$ cat src/bbc_pkg.sv
package bbc_pkg;

  typedef enum logic [1:0] {
    OP_PUSH,
    OP_POP,
    OP_END
  } op_t;

  typedef struct packed {
    op_t        op;
    logic [1:0] kind;
  } qent_t;

  localparam logic [1:0] KIND_ROUND  = 2'd0;
  localparam logic [1:0] KIND_SQUARE = 2'd1;
  localparam logic [1:0] KIND_CURLY  = 2'd2;

  localparam logic [1:0] ST_OK       = 2'd0;
  localparam logic [1:0] ST_MISMATCH = 2'd1;
  localparam logic [1:0] ST_UNCLOSED = 2'd2;
  localparam logic [1:0] ST_OVERFLOW = 2'd3;

  localparam logic [7:0] CH_NUL    = 8'd0;
  localparam logic [7:0] CH_LROUND = 8'd40;
  localparam logic [7:0] CH_RROUND = 8'd41;
  localparam logic [7:0] CH_LSQ    = 8'd91;
  localparam logic [7:0] CH_RSQ    = 8'd93;
  localparam logic [7:0] CH_LCURLY = 8'd123;
  localparam logic [7:0] CH_RCURLY = 8'd125;

endpackage

$ cat src/bbc_front.sv
module bbc_front (
  input  logic          in_valid,
  output logic          in_ready,
  input  logic [7:0]    char_byte,
  output logic          q_wr,
  output bbc_pkg::qent_t q_wdata,
  input  logic          q_full
);
  import bbc_pkg::*;

  logic keep;

  assign in_ready = !q_full;

  // Bytes that are neither brackets nor the terminator are dropped here.
  always_comb begin
    keep         = 1'b1;
    q_wdata.op   = OP_END;
    q_wdata.kind = KIND_ROUND;
    case (char_byte)
      CH_NUL: begin
        q_wdata.op = OP_END;
      end
      CH_LROUND: begin
        q_wdata.op   = OP_PUSH;
        q_wdata.kind = KIND_ROUND;
      end
      CH_LSQ: begin
        q_wdata.op   = OP_PUSH;
        q_wdata.kind = KIND_SQUARE;
      end
      CH_LCURLY: begin
        q_wdata.op   = OP_PUSH;
        q_wdata.kind = KIND_CURLY;
      end
      CH_RROUND: begin
        q_wdata.op   = OP_POP;
        q_wdata.kind = KIND_ROUND;
      end
      CH_RSQ: begin
        q_wdata.op   = OP_POP;
        q_wdata.kind = KIND_SQUARE;
      end
      CH_RCURLY: begin
        q_wdata.op   = OP_POP;
        q_wdata.kind = KIND_CURLY;
      end
      default: begin
        keep = 1'b0;
      end
    endcase
  end

  assign q_wr = in_valid && in_ready && keep;

endmodule

$ cat src/bbc_queue.sv
module bbc_queue (
  input  logic           clk,
  input  logic           rst,
  input  logic           wr,
  input  bbc_pkg::qent_t wdata,
  output logic           full,
  output logic           rd_valid,
  output bbc_pkg::qent_t rdata,
  input  logic           rd
);
  import bbc_pkg::*;

  qent_t      slots [2];
  logic       wr_ptr;
  logic       rd_ptr;
  logic [1:0] fill;

  assign full     = (fill == 2'd2);
  assign rd_valid = (fill != 2'd0);
  assign rdata    = slots[rd_ptr];

  always_ff @(posedge clk) begin
    if (wr) begin
      slots[wr_ptr] <= wdata;
    end
  end

  always_ff @(posedge clk) begin
    if (rst) begin
      wr_ptr <= 1'b0;
      rd_ptr <= 1'b0;
      fill   <= 2'd0;
    end else begin
      if (wr) begin
        wr_ptr <= !wr_ptr;
      end
      if (rd) begin
        rd_ptr <= !rd_ptr;
      end
      case ({wr, rd})
        2'b10:   fill <= fill + 2'd1;
        2'b01:   fill <= fill - 2'd1;
        default: fill <= fill;
      endcase
    end
  end

endmodule

$ cat src/bbc_back.sv
module bbc_back #(
  parameter int STACK_DEPTH = 64
) (
  input  logic           clk,
  input  logic           rst,
  input  logic           q_valid,
  input  bbc_pkg::qent_t q_rdata,
  output logic           q_rd,
  output logic           out_valid,
  input  logic           out_ready,
  output logic           balanced,
  output logic [1:0]     status
);
  import bbc_pkg::*;

  localparam int CW = $clog2(STACK_DEPTH + 1);
  localparam int AW = (STACK_DEPTH > 1) ? $clog2(STACK_DEPTH) : 1;

  // Top of stack and the entry beneath it live in registers; the rest in mem.
  logic [1:0]    mem [STACK_DEPTH];
  logic [CW-1:0] count;
  logic [CW-1:0] count_next;
  logic [1:0]    top;
  logic [1:0]    top_next;
  logic [1:0]    below;
  logic [1:0]    err;
  logic [1:0]    err_next;
  logic          do_write;
  logic [CW-1:0] wr_full;
  logic [CW-1:0] rd_full;
  logic [AW-1:0] wr_addr;
  logic [AW-1:0] rd_addr;
  logic [1:0]    res_status;
  logic          take;

  assign take = q_valid && (q_rdata.op != OP_END || !out_valid || out_ready);
  assign q_rd = take;

  assign wr_full = count - CW'(1);
  assign rd_full = count_next - CW'(2);
  assign wr_addr = wr_full[AW-1:0];
  assign rd_addr = rd_full[AW-1:0];

  always_comb begin
    if (err != ST_OK) begin
      res_status = err;
    end else if (count != '0) begin
      res_status = ST_UNCLOSED;
    end else begin
      res_status = ST_OK;
    end
  end

  always_comb begin
    count_next = count;
    top_next   = top;
    err_next   = err;
    do_write   = 1'b0;
    if (take) begin
      case (q_rdata.op)
        OP_END: begin
          count_next = '0;
          err_next   = ST_OK;
        end
        OP_PUSH: begin
          if (err == ST_OK) begin
            if (count == CW'(STACK_DEPTH)) begin
              err_next = ST_OVERFLOW;
            end else begin
              do_write   = (count != '0);
              top_next   = q_rdata.kind;
              count_next = count + CW'(1);
            end
          end
        end
        OP_POP: begin
          if (err == ST_OK) begin
            if (count == '0 || top != q_rdata.kind) begin
              err_next = ST_MISMATCH;
            end else begin
              top_next   = below;
              count_next = count - CW'(1);
            end
          end
        end
        default: begin
          err_next = err;
        end
      endcase
    end
  end

  always_ff @(posedge clk) begin
    if (do_write) begin
      mem[wr_addr] <= top;
    end
    // A push writes the old top exactly where the new "below" is read from.
    if (do_write) begin
      below <= top;
    end else begin
      below <= mem[rd_addr];
    end
    top <= top_next;
  end

  always_ff @(posedge clk) begin
    if (rst) begin
      count     <= '0;
      err       <= ST_OK;
      out_valid <= 1'b0;
    end else begin
      count <= count_next;
      err   <= err_next;
      if (take && q_rdata.op == OP_END) begin
        out_valid <= 1'b1;
        balanced  <= (res_status == ST_OK);
        status    <= res_status;
      end else if (out_ready) begin
        out_valid <= 1'b0;
      end
    end
  end

endmodule

$ cat src/bracket_balance_checker_core.sv
// channel | signals                                   | direction
// input   | in_valid, in_ready, char_byte[7:0]        | into block
// result  | out_valid, out_ready, balanced, status    | out of block
//
// One byte per cycle sustained while no result is held; a zero byte is classified
// into a 2-entry queue, then one stack step with top held in flops registers the result.
// Stack below the top two entries sits in a STACK_DEPTH x 2 bit memory.
// Reset is synchronous; no clearing pass, the stack is only read below count.
// A held result stalls a terminator at the queue head, and the bytes queued behind it.
module bracket_balance_checker_core #(
  parameter int STACK_DEPTH = 64
) (
  input  logic       clk,
  input  logic       rst,
  input  logic       in_valid,
  output logic       in_ready,
  input  logic [7:0] char_byte,
  output logic       out_valid,
  input  logic       out_ready,
  output logic       balanced,
  output logic [1:0] status
);
  import bbc_pkg::*;

  logic  q_wr;
  qent_t q_wdata;
  logic  q_full;
  logic  q_valid;
  qent_t q_rdata;
  logic  q_rd;

  bbc_front u_front (
    .in_valid  (in_valid),
    .in_ready  (in_ready),
    .char_byte (char_byte),
    .q_wr      (q_wr),
    .q_wdata   (q_wdata),
    .q_full    (q_full)
  );

  bbc_queue u_queue (
    .clk      (clk),
    .rst      (rst),
    .wr       (q_wr),
    .wdata    (q_wdata),
    .full     (q_full),
    .rd_valid (q_valid),
    .rdata    (q_rdata),
    .rd       (q_rd)
  );

  bbc_back #(
    .STACK_DEPTH (STACK_DEPTH)
  ) u_back (
    .clk       (clk),
    .rst       (rst),
    .q_valid   (q_valid),
    .q_rdata   (q_rdata),
    .q_rd      (q_rd),
    .out_valid (out_valid),
    .out_ready (out_ready),
    .balanced  (balanced),
    .status    (status)
  );

endmodule

$ cat config.mk
export PLATFORM = sky130hd
export DESIGN_NAME = bracket_balance_checker_core
export DESIGN_NICKNAME = d
export VERILOG_FILES = /design/src/bbc_pkg.sv /design/src/bbc_front.sv /design/src/bbc_queue.sv /design/src/bbc_back.sv /design/src/bracket_balance_checker_core.sv
export SDC_FILE = /design/constraint.sdc
export NUM_CORES = 1
export LEC_CHECK = 0
export ABC_AREA = 1
export BUFFER_PORTS_ARGS = -buffer_cell sky130_fd_sc_hd__buf_2
export CAP_MARGIN = 20
export CORE_MARGIN = 1
export CORE_UTILIZATION = 40
export DETAILED_ROUTE_END_ITERATION = 10
export GPL_TIMING_DRIVEN = 0
export PLACE_DENSITY_LB_ADDON = 0.12
export SETUP_SLACK_MARGIN = 0.2
export SYNTH_ARGS = -nofsm -noshare
export SYNTH_HDL_FRONTEND = slang
export SYNTH_HIERARCHICAL = 1
export SYNTH_SLANG_ARGS = --single-unit
$ cat constraint.sdc
create_clock -name clk -period 3.4 [get_ports clk]
set_input_delay 0.68 -clock clk [delete_from_list [all_inputs] [get_ports clk]]
set_output_delay 0.68 -clock clk [all_outputs]
set_load 0.1 [all_outputs]
# After elaboration in Yosys (flattened, before gate mapping)
# Memories as Yosys holds them, arrays and structs flattened. A register that Yosys moved wholly into a read port is not among the register bits.
# Cells that the tools add are included.
[word_totals]
ff_bits = 19
latch_bits = 0
mem_bits_rw = 136
mem_bits_ro = 0
inputBits = 12
out_inout_bits = 5
elab_cells = 102
mem_count = 2
[memory_table]
columns = ["memory", "words", "width", "rd", "rd_ports_with_merged_regs", "write_ports", "line_no", "rtl"]
rows = [
  ["u_back.mem", 64, 2, 1, 1, 1, "bbc_back.sv:20", "logic [1:0] mem [STACK_DEPTH];"],
  ["u_queue.slots", 2, 4, 1, 1, 1, "bbc_queue.sv:13", "qent_t slots [2];"],
]
[op_classes]
add_sub_neg = 5
multipliers = 0
div_mod_pow = 0
magnitude_cmp = 0
eq_ne = 20
shift = 0
mux = 34
bitwise = 1
n_reduce_logical = 31
[op_table]
columns = ["operator", "n"]
rows = [
  ["$mux 7", 5],
  ["$eq 8x7->1 const B", 4],
  ["$pmux 7 s3", 1],
  ["$mux 2", 10],
  ["$eq 8x6->1 const B", 2],
  ["$pmux 2 s2", 4],
  ["$mux 1", 13],
  ["$reduce_and 6->1", 2],
  ["$reduce_bool 2->1", 5],
  ["$logic_not 8->1", 1],
  ["$ne 2x1->1 const B", 4],
  ["$add 7x1->7 const B", 1],
  ["$eq 7x7->1 const B", 1],
  ["$logic_not 7->1", 1],
  ["$reduce_bool 7->1", 1],
  ["$reduce_or 7->1", 1],
  ["$sub 7x1->7 const B", 1],
  ["$eq 2x2->1 const B", 3],
  ["$logic_not 2->1", 3],
  ["$ne 2x2->1 const B", 3],
  ["$pmux 2 s3", 1],
  ["$reduce_or 3->1", 2],
  ["$sub 6x2->6 const B", 1],
  ["$eq 2x1->1 const B", 2],
  ["other kinds (10)", 19],
]

# Depth between registers and ports, before layout
# Gate-level depths: netlist of run 1.
[logic_depth]
ltp_word = 7
depth_mapped = 15
mapped_depth_nobuf = 15

# Cells and area by module
# The synthesis of run 1 kept the hierarchy.
[modules_own_cells]
columns = ["mod", "instances", "cells_each", "area_each_um2", "seq_area_each_um2"]
rows = [
  ["bbc_back", 1, 723, 6922.9, 4314.1],
  ["bbc_queue", 1, 45, 510.5, 340.3],
  ["bbc_front", 1, 50, 210.2, 0.0],
]

# Least setup slack after synthesis of run 1
# No wires, ideal clock.
[synth_timing]
path_kind = "register to register"
from = "register u_back.top[1]"
to = "register (tool-made name)"
setup_ns = 0.112
arrival_ns = 2.483
required_time_ns = 3.288
slack_ns = 0.805
stages_incl_launch_ff = 15
n_path_buf = 0
synth_period_minus_slack_ns = 2.595
cell_sequence = "edfxtp_1 -> inv_1 -> nand2_1 -> nand2_1 -> nor2_1 -> nand3_2 -> nand2_2 -> a21oi_1 -> a21oi_4 -> ha_1 -> nand3_1 -> inv_1 -> nand2_1 -> nand2_1 -> nand2_1"
[synth_lines]
columns = ["item", "line_no", "rtl"]
rows = [
  ["start: declaration", "bbc_back.sv:23", "logic [1:0] top;"],
  ["start signal: assignment", "bbc_back.sv:103", "top <= top_next;"],
]

==> run_results.csv, run 1 <==
group,metric,value,unit
outcome,status,"complete, no violations",
placement,io_buffers,16,
floorplanning,die_h,140,um
floorplanning,rows,50,
placement,gp_congestion,0.908,
timing,fmax,0.377,GHz
critical_path,startpoint_type,"flop",
route,route.vias.total,5812,
cells_and_area,final.fill_count,1768,
clock_tree,cts_tree,"built",
timing,setup_viol,0,
yosys,synth_top_cell_by_area,"edfxtp_1",
timing,min_period_over_period,0.780,
global_route,grt_max_degree,29,
critical_path,rrSetupSlack,0.75,ns
yosys,synth_area_leaders,"edfxtp_1 (55%), nand2_1 (11%), nand3_1 (9.5%)",
pwr,p_leak,3.37,nW
timing,final.setup_skew,0.0107,ns
floorplanning,core-area,18700,um2
yosys,ys.flop_type,"edfxtp_1",
placement,dp_hpwl,13.5,mm
yosys,synth_top_area_frac,0.554,
yosys,synth-seq-cells,162,
timing,worst_slew_pin_slew,0.712,ns
yosys,synthCells,818,
clock_tree,root_buffer,"clkbuf_16",
route,avgRoutedWirePerCell,17.2,um
cells_and_area,final_nets,873,
clock_tree,cts.path.max_buffers,2,
pwr,ir_drop,0.428,mV
yosys,syn_area,7640,um2
yosys,yosys_warnings,6,
route,drc,0,
cells_and_area,layout_commonest_cell,"nand2_1",
yosys,synth_edf_count,141,
clock_tree,clk_pin_slew,0.06,ns
global_route,grt_usage,0.204,
timing,slew_headroom,0.525,
timing,rsz0062_at_grt,"false",
cells_and_area,mostFrequentLayoutCells,"nand2_1 (225), nand3_1 (145), edfxtp_1 (141)",
global_route,grt_overflow,0,
timing,slew_violations,0,
critical_path,crit_fanout,8,
critical_path,endpoint,"u_back/mem[2][0]",
route,post_drt_via_cell_ratio,5.27,
yosys,syn_avg_cell_area,9.34,um2
cells_and_area,utilization,0.466,
yosys,ys_async_sr_fraction,0,
floorplanning,die_area,19700,um2
clock_tree,ctsResizeCount,0,
yosys,synthesis.nets,834,
cells_and_area,syn_to_final_growth,14.1,%
min_path,hp-class,"reg2reg",
critical_path,r2r_end,"u_back/mem[2][0]",
timing,min_period,2.65,ns
route,drtIter0Drc,368,
clock_tree,holdBufCountCts,0,
global_route,grt_pass1_wl,29.9,mm
route,ant_nets,0,
critical_path,endpoint_kind,"flop",
clock_tree,htree_levels,4,
clock_tree,clock_latency,0.42,ns
cells_and_area,n_antenna_cell,0,
floorplanning,initial_core_util,0.409,
job,drv_cap,0,
critical_path,cp.arrival,2.76,ns
timing,hold_viol_final,0,
floorplanning,num_io_pins,17,
global_route,antenna_found_initial,0,
global_route,grt_pass1_vias,5574,
clock_tree,cts_made_buffers,17,
route,drtPass1Iterations,5,
cells_and_area,final_layout_size_suffix_gt1_frac,0.130,
clock_tree,post_cts_buffers,0,
yosys,synth_cell_types,32,
critical_path,crit_type,"reg2reg",
yosys,ys_seq_area_frac,0.609,
route,wl,19.0,mm
critical_path,cp.required,3.51,ns
critical_path,reg2regPathDepth,10,
placement,place_inst,1072,
pwr,power_density,703,nW/um2
cells_and_area,finalNonFillerCells,1103,
clock_tree,clock-sinks,162,
floorplanning,die_w,140,um
-- state kept, by name, summed over array words and instances (netlist names), named ones only --
name and flops:
u_back/count 7, u_queue/wr_ptr 1, u_queue/fill 2, u_queue/slots 8, u_back/mem 128, u_back/top 2
u_back/status 2, u_back/balanced 1, u_queue/rd_ptr 1, u_back/err 2, u_back/out_valid 1
-- synth_stat cells (4+ instances only) --
cell type,instances
nand2_1,225
dfxtp_1,21
nor2_1,116
ha_1,4
mux2_2,4
nand3_1,145
inv_2,12
nand2_2,15
clkbuf_1,14
edfxtp_1,141
buf_2,11
a21oi_1,11
inv_1,47
nor2_2,7
nor2_4,4
nand3_2,5
nand4_1,12
-- cell type report --
type / count / area [um2] / share of cell area
Sequential cell: 162 / 4650 / 0.534
Tap cell: 234 / 293 / 0.0336
Clock inverter: 8 / 62.6 / 0.00717
Multi-Input combinational cell: 570 / 2650 / 0.304
Buffer: 27 / 115 / 0.0132
Timing Repair Buffer: 20 / 190 / 0.0218
Clock buffer: 23 / 532 / 0.0610
Inverter: 59 / 221 / 0.0254
-- metrics by stage --
stage | cell area, um2 | hold WS (ns) | TNS [ns] | setup slack (ns) | power [mW]
after global placement | 8020 | 0.470 | -1.32 | -0.483 | 4.25
after detailed placement | 8130 | 0.485 | 0 | 0.728 | 4.30
after CTS | 8720 | 0.490 | 0 | 0.729 | 6.19
after global routing | 8720 | 0.502 | 0 | 0.459 | 6.47
after floorplan | 7640 | 0.467 | 0 | 0.805 | 3.70
final | 8720 | 0.492 | 0 | 0.749 | 6.13
-- logic make-up (layout without fill, tap and decap cells) --
kind of cell,count (synthesis),after routing,synth area share
buf+inv,86,137,0.0440
flops,162,162,0.609
fa+ha+maj,4,4,0.00655
simple gates,533,533,0.305
xor+xnor,7,7,0.00999
compound gates,22,22,0.0192
mux,4,4,0.00589
-- where the power goes --
part           internal [mW]  switching [mW]  total [mW]  leakage [nW]
sequential              2.26          0.0823        2.34          1.43
combinational          0.521            1.40        1.92          1.65
clock                   1.11           0.758        1.86         0.288
-- worst max-delay path, stage by stage, from the launching register on --
cell     delay [ns]
dfxtp_1        0.40
mux2_2         0.41
inv_1          0.07
nor2_1         0.05
nand3_1        0.08
nand2_1        0.10
inv_2          0.18
nand4_1        0.27
nor2_4         0.24
nand2_2        0.27
nor2_1         0.26
-- per-layer routing --
metal	routed length, um	GRT usage	up-vias
met3	907	0.0386	24
met5	0	0	-
met1	8490	0.266	2791
li1	-	-	2842
met2	9290	0.342	155
met4	288	0.0665	0
-- worst min-delay path by stage --
stage	from	end	slack, ns	depth (start not counted)
after floorplan	u_queue/fill[0]	u_queue/fill[0]	0.47	1
after global placement	u_back/out_valid	u_back/out_valid	0.47	2
after detailed placement	u_back/out_valid	u_back/out_valid	0.48	2
after CTS	rst	u_queue/rd_ptr	0.49	2
after global routing	rst	u_queue/rd_ptr	0.50	2
final	u_back/out_valid	u_back/out_valid	0.49	2
Power figures use the tool's default switching activity.
==> run 2: changes to the inputs <==
--- a/config.mk
+++ b/config.mk
@@ -5,7 +5,7 @@
 export SDC_FILE = /design/constraint.sdc
 export NUM_CORES = 1
 export LEC_CHECK = 0
-export ABC_AREA = 1
+export ABC_AREA = 0
 export BUFFER_PORTS_ARGS = -buffer_cell sky130_fd_sc_hd__buf_2
 export CAP_MARGIN = 20
 export CORE_MARGIN = 1
==> constraint.sdc (replaced) <==
create_clock -name clk -period 2.2 [get_ports clk]
set_input_delay 0.44 -clock clk [delete_from_list [all_inputs] [get_ports clk]]
set_output_delay 0.44 -clock clk [all_outputs]
set_load 0.1 [all_outputs]
==> run_results.csv, run 2 <==
group,metric,value,unit
critical_path,cp_cell_sequence,"mux2_4 > xor2_2 > or2_1 > buf_6 > or4_4 > a211oi_4 > nand3_1 > xor2_1",
floorplanning,core-area,17500,um2
yosys,synth_area_leaders,"edfxtp_1 (58%), mux4_2 (9.3%), dfxtp_1 (5.8%)",
yosys,syn_area,7260,um2
timing,slew_headroom,0.555,
placement,place_area,8130,um2
yosys,synth_top_cell_by_area,"edfxtp_1",
yosys,syn_avg_cell_area,14.5,um2
clock_tree,htree_levels,4,
route,wl,17.8,mm
route,ant_nets,0,
yosys,synth_top_family_by_area,"multiplexers",
yosys,synth-compound-area-share,0.0573,
clock_tree,cts_tree,"built",
clock_tree,root_buffer,"clkbuf_16",
yosys,synth_xor_area_frac,0.0193,
clock_tree,cts_made_buffers,17,
critical_path,rrSetupSlack,-0.19,ns
placement,dp_hpwl,11.3,mm
route,drc,0,
cells_and_area,mostFrequentLayoutCells,"edfxtp_1 (141), nor2_4 (67), buf_4 (48)",
critical_path,crit_type,"reg2reg",
pwr,p_leak,3.30,nW
yosys,synthCells,499,
route,drtPass1Iterations,4,
clock_tree,clk_pin_slew,0.06,ns
floorplanning,die_w,137,um
cells_and_area,n_antenna_cell,0,
cells_and_area,largest_reg_flops,128,
critical_path,critPathMaxStageDelay,0.42,ns
clock_tree,clock_latency,0.43,ns
placement,gp_congestion,0.873,
yosys,synth_edf_count,141,
outcome,status,"finished with violations",
cells_and_area,final_nets,615,
yosys,synth_top_area_frac,0.584,
timing,finalWorstSetupSlack,-0.195,ns
cells_and_area,final_layout_size_suffix_gt1_frac,0.539,
yosys,ys_async_sr_fraction,0,
global_route,grt_usage,0.206,
floorplanning,die_h,137,um
timing,worst_slew_pin_slew,0.667,ns
critical_path,cp.arrival,2.70,ns
yosys,ys.flop_type,"edfxtp_1",
yosys,synth_most_common_cell,"edfxtp_1",
critical_path,critPathSlowestCell,"or4_4",
global_route,grt_pass1_wl,27.7,mm
outcome,violations,"setup timing",
global_route,grt_overflow,0,
floorplanning,num_io_pins,17,
pwr,p_total,9.26,mW
timing,min_period,2.39,ns
timing,final.setup_skew,0.0100,ns
cells_and_area,largest_register,"u_back/mem",
cells_and_area,reg_top3,"u_back/mem x128, u_queue/slots x8, u_back/count x7",
cells_and_area,layout_commonest_cell,"edfxtp_1",
yosys,synth-seq-cells,162,
critical_path,path_depth,8,
timing,slew_violations,0,
cells_and_area,syn_to_final_growth,39.2,%
yosys,synthesis.nets,515,
floorplanning,initial_core_util,0.415,
critical_path,crit_buf_inv,1,
pwr,ir_drop,0.663,mV
yosys,synthMuxAreaShare,0.134,
job,drv_cap,0,
critical_path,endpoint_kind,"flop",
yosys,synth_fa_ha_area_frac,0.00690,
route,avgRoutedWirePerCell,21.2,um
yosys,ys_seq_area_frac,0.641,
timing,rsz0062_at_grt,"true",
route,drtIter0Drc,319,
route,route.vias.total,4646,
yosys,synth_cell_types,60,
yosys,synthTopCellsByCount,"edfxtp_1 (141), nor2_1 (90), mux4_2 (30), nand2_1 (28), dfxtp_1 (21)",
floorplanning,rows,48,
critical_path,cp.required,2.50,ns
cells_and_area,utilization,0.578,
route,post_drt_via_cell_ratio,5.55,
global_route,grt_max_degree,29,
critical_path,crit_fanout,4,
cells_and_area,final.fill_count,1338,
cells_and_area,stdcell_area,10100,um2
clock_tree,cts.path.max_buffers,2,
global_route,antenna_found_initial,0,
global_route,grt_pass1_vias,4894,
critical_path,critPathTopFamily,"simple AND/OR/NAND/NOR gates",
floorplanning,die_area,18700,um2
clock_tree,clock-sinks,162,
critical_path,reg2regPathDepth,8,
timing,min_period_over_period,1.09,
min_path,hp-class,"in2reg",
timing,setup_viol,35,
timing,hold_viol_final,0,
yosys,yosys_warnings,6,
placement,io_buffers,16,
timing,fmax,0.418,GHz
yosys,synthSimpleGateAreaFrac,0.120,
pwr,power_density,917,nW/um2
critical_path,startpoint_type,"flop",
==> run 2: cell types whose count changed in the layout (fill, tap and decap cells not counted), sizes merged, moves of 9 or more <==
cell / previous run / this run
mux4: 0 / 36
nand2: 240 / 28
clkbuf: 37 / 26
buf: 33 / 93
nand4: 12 / 0
nor2b: 0 / 9
nand3: 150 / 11
inv: 62 / 11
nor2: 127 / 90
o21ai: 2 / 12
==> run 2: what timing repair did <==
action | in CTS | in global routing
setup buffers | 41 | 19
cloned | 1 | 1
hold buffers | 0 | 0
setup endpoints to repair | 152 | 147
gates resized for setup | 136 | 38
pin swaps | 26 | 20
==> run 2: final cells by class <==
type | instances | area [um2] | area share
Buffer | 20 | 188 | 0.0186
Sequential cell | 162 | 4670 | 0.462
Clock inverter | 15 | 204 | 0.0202
Tap cell | 225 | 282 | 0.0279
Clock buffer | 17 | 425 | 0.0421
Multi-Input combinational cell | 307 | 3500 | 0.346
Inverter | 9 | 43.8 | 0.00434
Timing Repair Buffer | 82 | 788 | 0.0780
==> run 2: per-stage QoR <==
step / setup slack, ns / setup TNS (ns) / cells / hold WS [ns]
CTS: -0.222 / -1.21 / 817 / 0.239
global placement: -1.72 / -76.33 / 740 / 0.475
floorplan: -0.541 / -4.86 / 499 / 0.456
finish: -0.195 / -1.33 / 837 / 0.260
detailed placement: -0.786 / -47.59 / 744 / 0.497
global route: -0.271 / -5.47 / 837 / 0.262
==> run 2: logic make-up after synthesis <==
group / Yosys count
AO/OA/AOI/OAI: 54
XOR/XNOR: 16
buffers and inverters: 30
adder cells (fa/ha/maj): 4
multiplexers: 49
AND/OR/NAND/NOR: 184
flip-flops: 162
==> run 2: power breakdown <==
part / switching, mW / internal, mW
Sequential: 0.100 / 3.51
Clock: 1.22 / 1.91
Combinational: 1.44 / 1.06
Total: 2.77 / 6.49
==> run 2: worst min path at each step <==
stage                          from              end  cells past startpoint  slack, ns
floorplan           u_queue/fill[1]  u_queue/fill[1]                      2       0.46
global placement    u_queue/fill[1]  u_queue/fill[1]                      2       0.48
detailed placement  u_queue/fill[1]  u_queue/fill[1]                      2       0.50
CTS                             rst  u_back/count[0]                      2       0.24
global route                    rst  u_queue/fill[1]                      2       0.26
finish                          rst  u_queue/fill[1]                      2       0.26
==> run 2: routing by layer <==
metal	vias to the layer above	GRT usage	part of all wire
met1	2400	0.270	0.44
met3	26	0.0341	0.030
met5	-	0	0
li1	2132	-	-
met2	88	0.337	0.51
met4	0	0.0870	0.024
==> run 3: changes to the inputs <==
--- a/config.mk
+++ b/config.mk
@@ -8,6 +8,7 @@
 export ABC_AREA = 0
 export BUFFER_PORTS_ARGS = -buffer_cell sky130_fd_sc_hd__buf_2
 export CAP_MARGIN = 20
+export CORE_ASPECT_RATIO = 0.75
 export CORE_MARGIN = 1
 export CORE_UTILIZATION = 40
 export DETAILED_ROUTE_END_ITERATION = 10
@@ -16,5 +17,4 @@
 export SETUP_SLACK_MARGIN = 0.2
 export SYNTH_ARGS = -nofsm -noshare
 export SYNTH_HDL_FRONTEND = slang
-export SYNTH_HIERARCHICAL = 1
 export SYNTH_SLANG_ARGS = --single-unit
==> run_results.csv, run 3 <==
group,metric,value,unit
yosys,synthCells,496,
job,drv_cap,0,
cells_and_area,largest_register,"u_back.mem",
yosys,synth_top_area_frac,0.593,
route,wl,19.1,mm
clock_tree,cts_tree,"built",
critical_path,endpoint_kind,"flop",
yosys,synth_most_common_cell,"edfxtp_1",
yosys,ys_seq_area_frac,0.652,
clock_tree,root_buffer,"clkbuf_16",
placement,gp_congestion,0.830,
route,drc,0,
outcome,violations,"setup timing",
cells_and_area,multi_input_area,3540,um2
critical_path,r2r_end,"u_back.top[0]",
critical_path,critPathSlowestCell,"mux4_2",
timing,setup_viol,55,
yosys,ys.flop_type,"edfxtp_1",
floorplanning,die_w,156,um
critical_path,cp.required,2.36,ns
yosys,synth_edf_count,141,
global_route,grt_max_degree,33,
timing,hold_slack,0.319,ns
clock_tree,holdBufCountCts,0,
cells_and_area,finalNonFillerCells,848,
cells_and_area,final.fill_count,1264,
cells_and_area,syn_to_final_growth,43.1,%
floorplanning,rows,41,
cells_and_area,final_nets,616,
placement,place_inst,752,
route,post_drt_via_cell_ratio,5.57,
timing,fmax,0.414,GHz
placement,dp_hpwl,11.6,mm
yosys,synthTopCellsByCount,"edfxtp_1 (141), nor2_1 (96), mux4_2 (36), nand2_1 (28), dfxtp_1 (21)",
yosys,synth_top_cell_by_area,"edfxtp_1",
cells_and_area,final_layout_size_suffix_gt1_frac,0.531,
critical_path,crit_fanout,5,
floorplanning,num_io_pins,17,
route,ant_nets,0,
pwr,power_density,780,nW/um2
global_route,grt_overflow,0,
clock_tree,htree_levels,4,
clock_tree,cts_made_buffers,17,
route,drtPass1Iterations,5,
floorplanning,initial_core_util,0.416,
yosys,syn_area,7140,um2
critical_path,crit_type,"reg2reg",
route,drtIter0Drc,464,
min_path,hp-class,"in2reg",
cells_and_area,reg_top3,"u_back.mem x128, u_queue.slots x8, u_back.count x7",
pwr,p_leak,3.28,nW
timing,min_period_over_period,1.10,
critical_path,cp_cell_sequence,"buf_8 > buf_12 > mux4_2 > mux4_2 > mux2_4 > a211oi_2 > a21oi_1",
floorplanning,die_area,18400,um2
global_route,grt_pass1_wl,29.1,mm
critical_path,startpoint_type,"flop",
global_route,grt_pass1_vias,4776,
critical_path,critPathMaxStageDelay,0.53,ns
yosys,yosys_warnings,0,
floorplanning,die_h,118,um
critical_path,endpoint,"u_back.top[0]",
clock_tree,clock-sinks,162,
yosys,ys_async_sr_fraction,0,
yosys,synth-seq-cells,162,
clock_tree,clock_latency,0.42,ns
pwr,ir_drop,0.447,mV
timing,final.setup_skew,0.00982,ns
cells_and_area,largest_reg_flops,128,
timing,slew_violations,0,
clock_tree,cts.path.max_buffers,2,
timing,rsz0062_at_grt,"true",
yosys,synthesis.nets,513,
global_route,grt_usage,0.221,
cells_and_area,ff_latch_area,4670,um2
timing,worst_slew_pin_slew,0.645,ns
cells_and_area,mostFrequentLayoutCells,"edfxtp_1 (141), nor2_4 (69), buf_4 (42)",
timing,hold_viol_final,0,
yosys,synth_area_leaders,"edfxtp_1 (59%), mux4_2 (11%), dfxtp_1 (5.9%)",
placement,io_buffers,16,
timing,min_period,2.42,ns
critical_path,cp.arrival,2.58,ns
critical_path,crit_path_frequent_cell,"mux4_2",
yosys,synth_cell_types,54,
route,avgRoutedWirePerCell,22.5,um
critical_path,rrSetupSlack,-0.22,ns
critical_path,reg2regPathDepth,7,
timing,slew_headroom,0.570,
route,route.vias.total,4720,
outcome,status,"finished with violations",
yosys,syn_avg_cell_area,14.4,um2
cells_and_area,n_antenna_cell,0,
cells_and_area,layout_commonest_cell,"edfxtp_1",
timing,finalWorstSetupSlack,-0.217,ns
clock_tree,clk_pin_slew,0.06,ns
global_route,antenna_found_initial,0,
floorplanning,core-area,17100,um2
run 3: timing repair:
item / in CTS / in global routing
setup buffers: 47 / 15
pin swaps: 45 / 31
gates resized for setup: 258 / 36
gates cloned: 1 / 1
setup endpoints to repair: 149 / 151
run 3: final cells by class:
type / count / area share
Clock inverter: 11 / 0.0205
Timing Repair Buffer: 84 / 0.0821
Tap cell: 236 / 0.0289
Buffer: 19 / 0.0190
Sequential cell: 162 / 0.457
Inverter: 6 / 0.00270
Clock buffer: 21 / 0.0431
Multi-Input combinational cell: 309 / 0.347
run 3: stage by stage:
step / setup TNS, ns / cell area, um2 / setup WS (ns) / power, mW / util
6_report: -2.36 / 10200 / -0.217 / 7.97 / 0.596
5_1_grt: -7.32 / 10200 / -0.276 / 8.22 / 0.596
4_1_cts: -1.63 / 9920 / -0.232 / 7.88 / 0.579
3_5_place_dp: -55.99 / 7740 / -0.544 / 4.33 / 0.452
3_3_place_gp: -63.35 / 7640 / -1.08 / 4.30 / 0.446
2_1_floorplan: -1.28 / 7270 / -0.277 / 4.10 / -
run 3: per-layer routing:
metal	wire length [um]	global-route usage
met1	8800	0.326
met2	8850	0.321
met3	1090	0.0523
met4	348	0.0692
met5	0	0
run 3: cell families after synthesis:
group | after synthesis | synth area share
AND/OR/NAND/NOR | 188 | 0.123
flip-flops | 162 | 0.652
adder cells (fa/ha/maj) | 5 | 0.00877
XOR/XNOR | 17 | 0.0209
multiplexers | 42 | 0.122
AO/OA/AOI/OAI | 57 | 0.0573
buffers and inverters | 25 | 0.0160
run 3: worst max-delay path: cells and delay by family (launching register included):
family	cells	cell delay, ns
DFF	1	0.33
buffers and inverters	2	0.28
AOI/OAI and AO/OA	2	0.23
muxes	3	1.31
run 3: where the power goes:
group / internal [mW] / leakage (nW) / switching, mW
clock network: 2.12 / 0.309 / 1.16
logic: 0.545 / 1.53 / 0.718
registers: 3.37 / 1.44 / 0.0519
total: 6.03 / 3.28 / 1.93
run 3: worst min path at each step:
stage,endpoint,cells past startpoint,startpoint
final,u_back.out_valid,2,rst
after global routing,u_back.out_valid,2,rst
after CTS,u_back.out_valid,2,rst
after detailed placement,u_queue.rd_ptr,2,u_queue.rd_ptr
after global placement,flop,2,u_queue.rd_ptr
after floorplan,u_back.err[1],2,u_back.err[1]
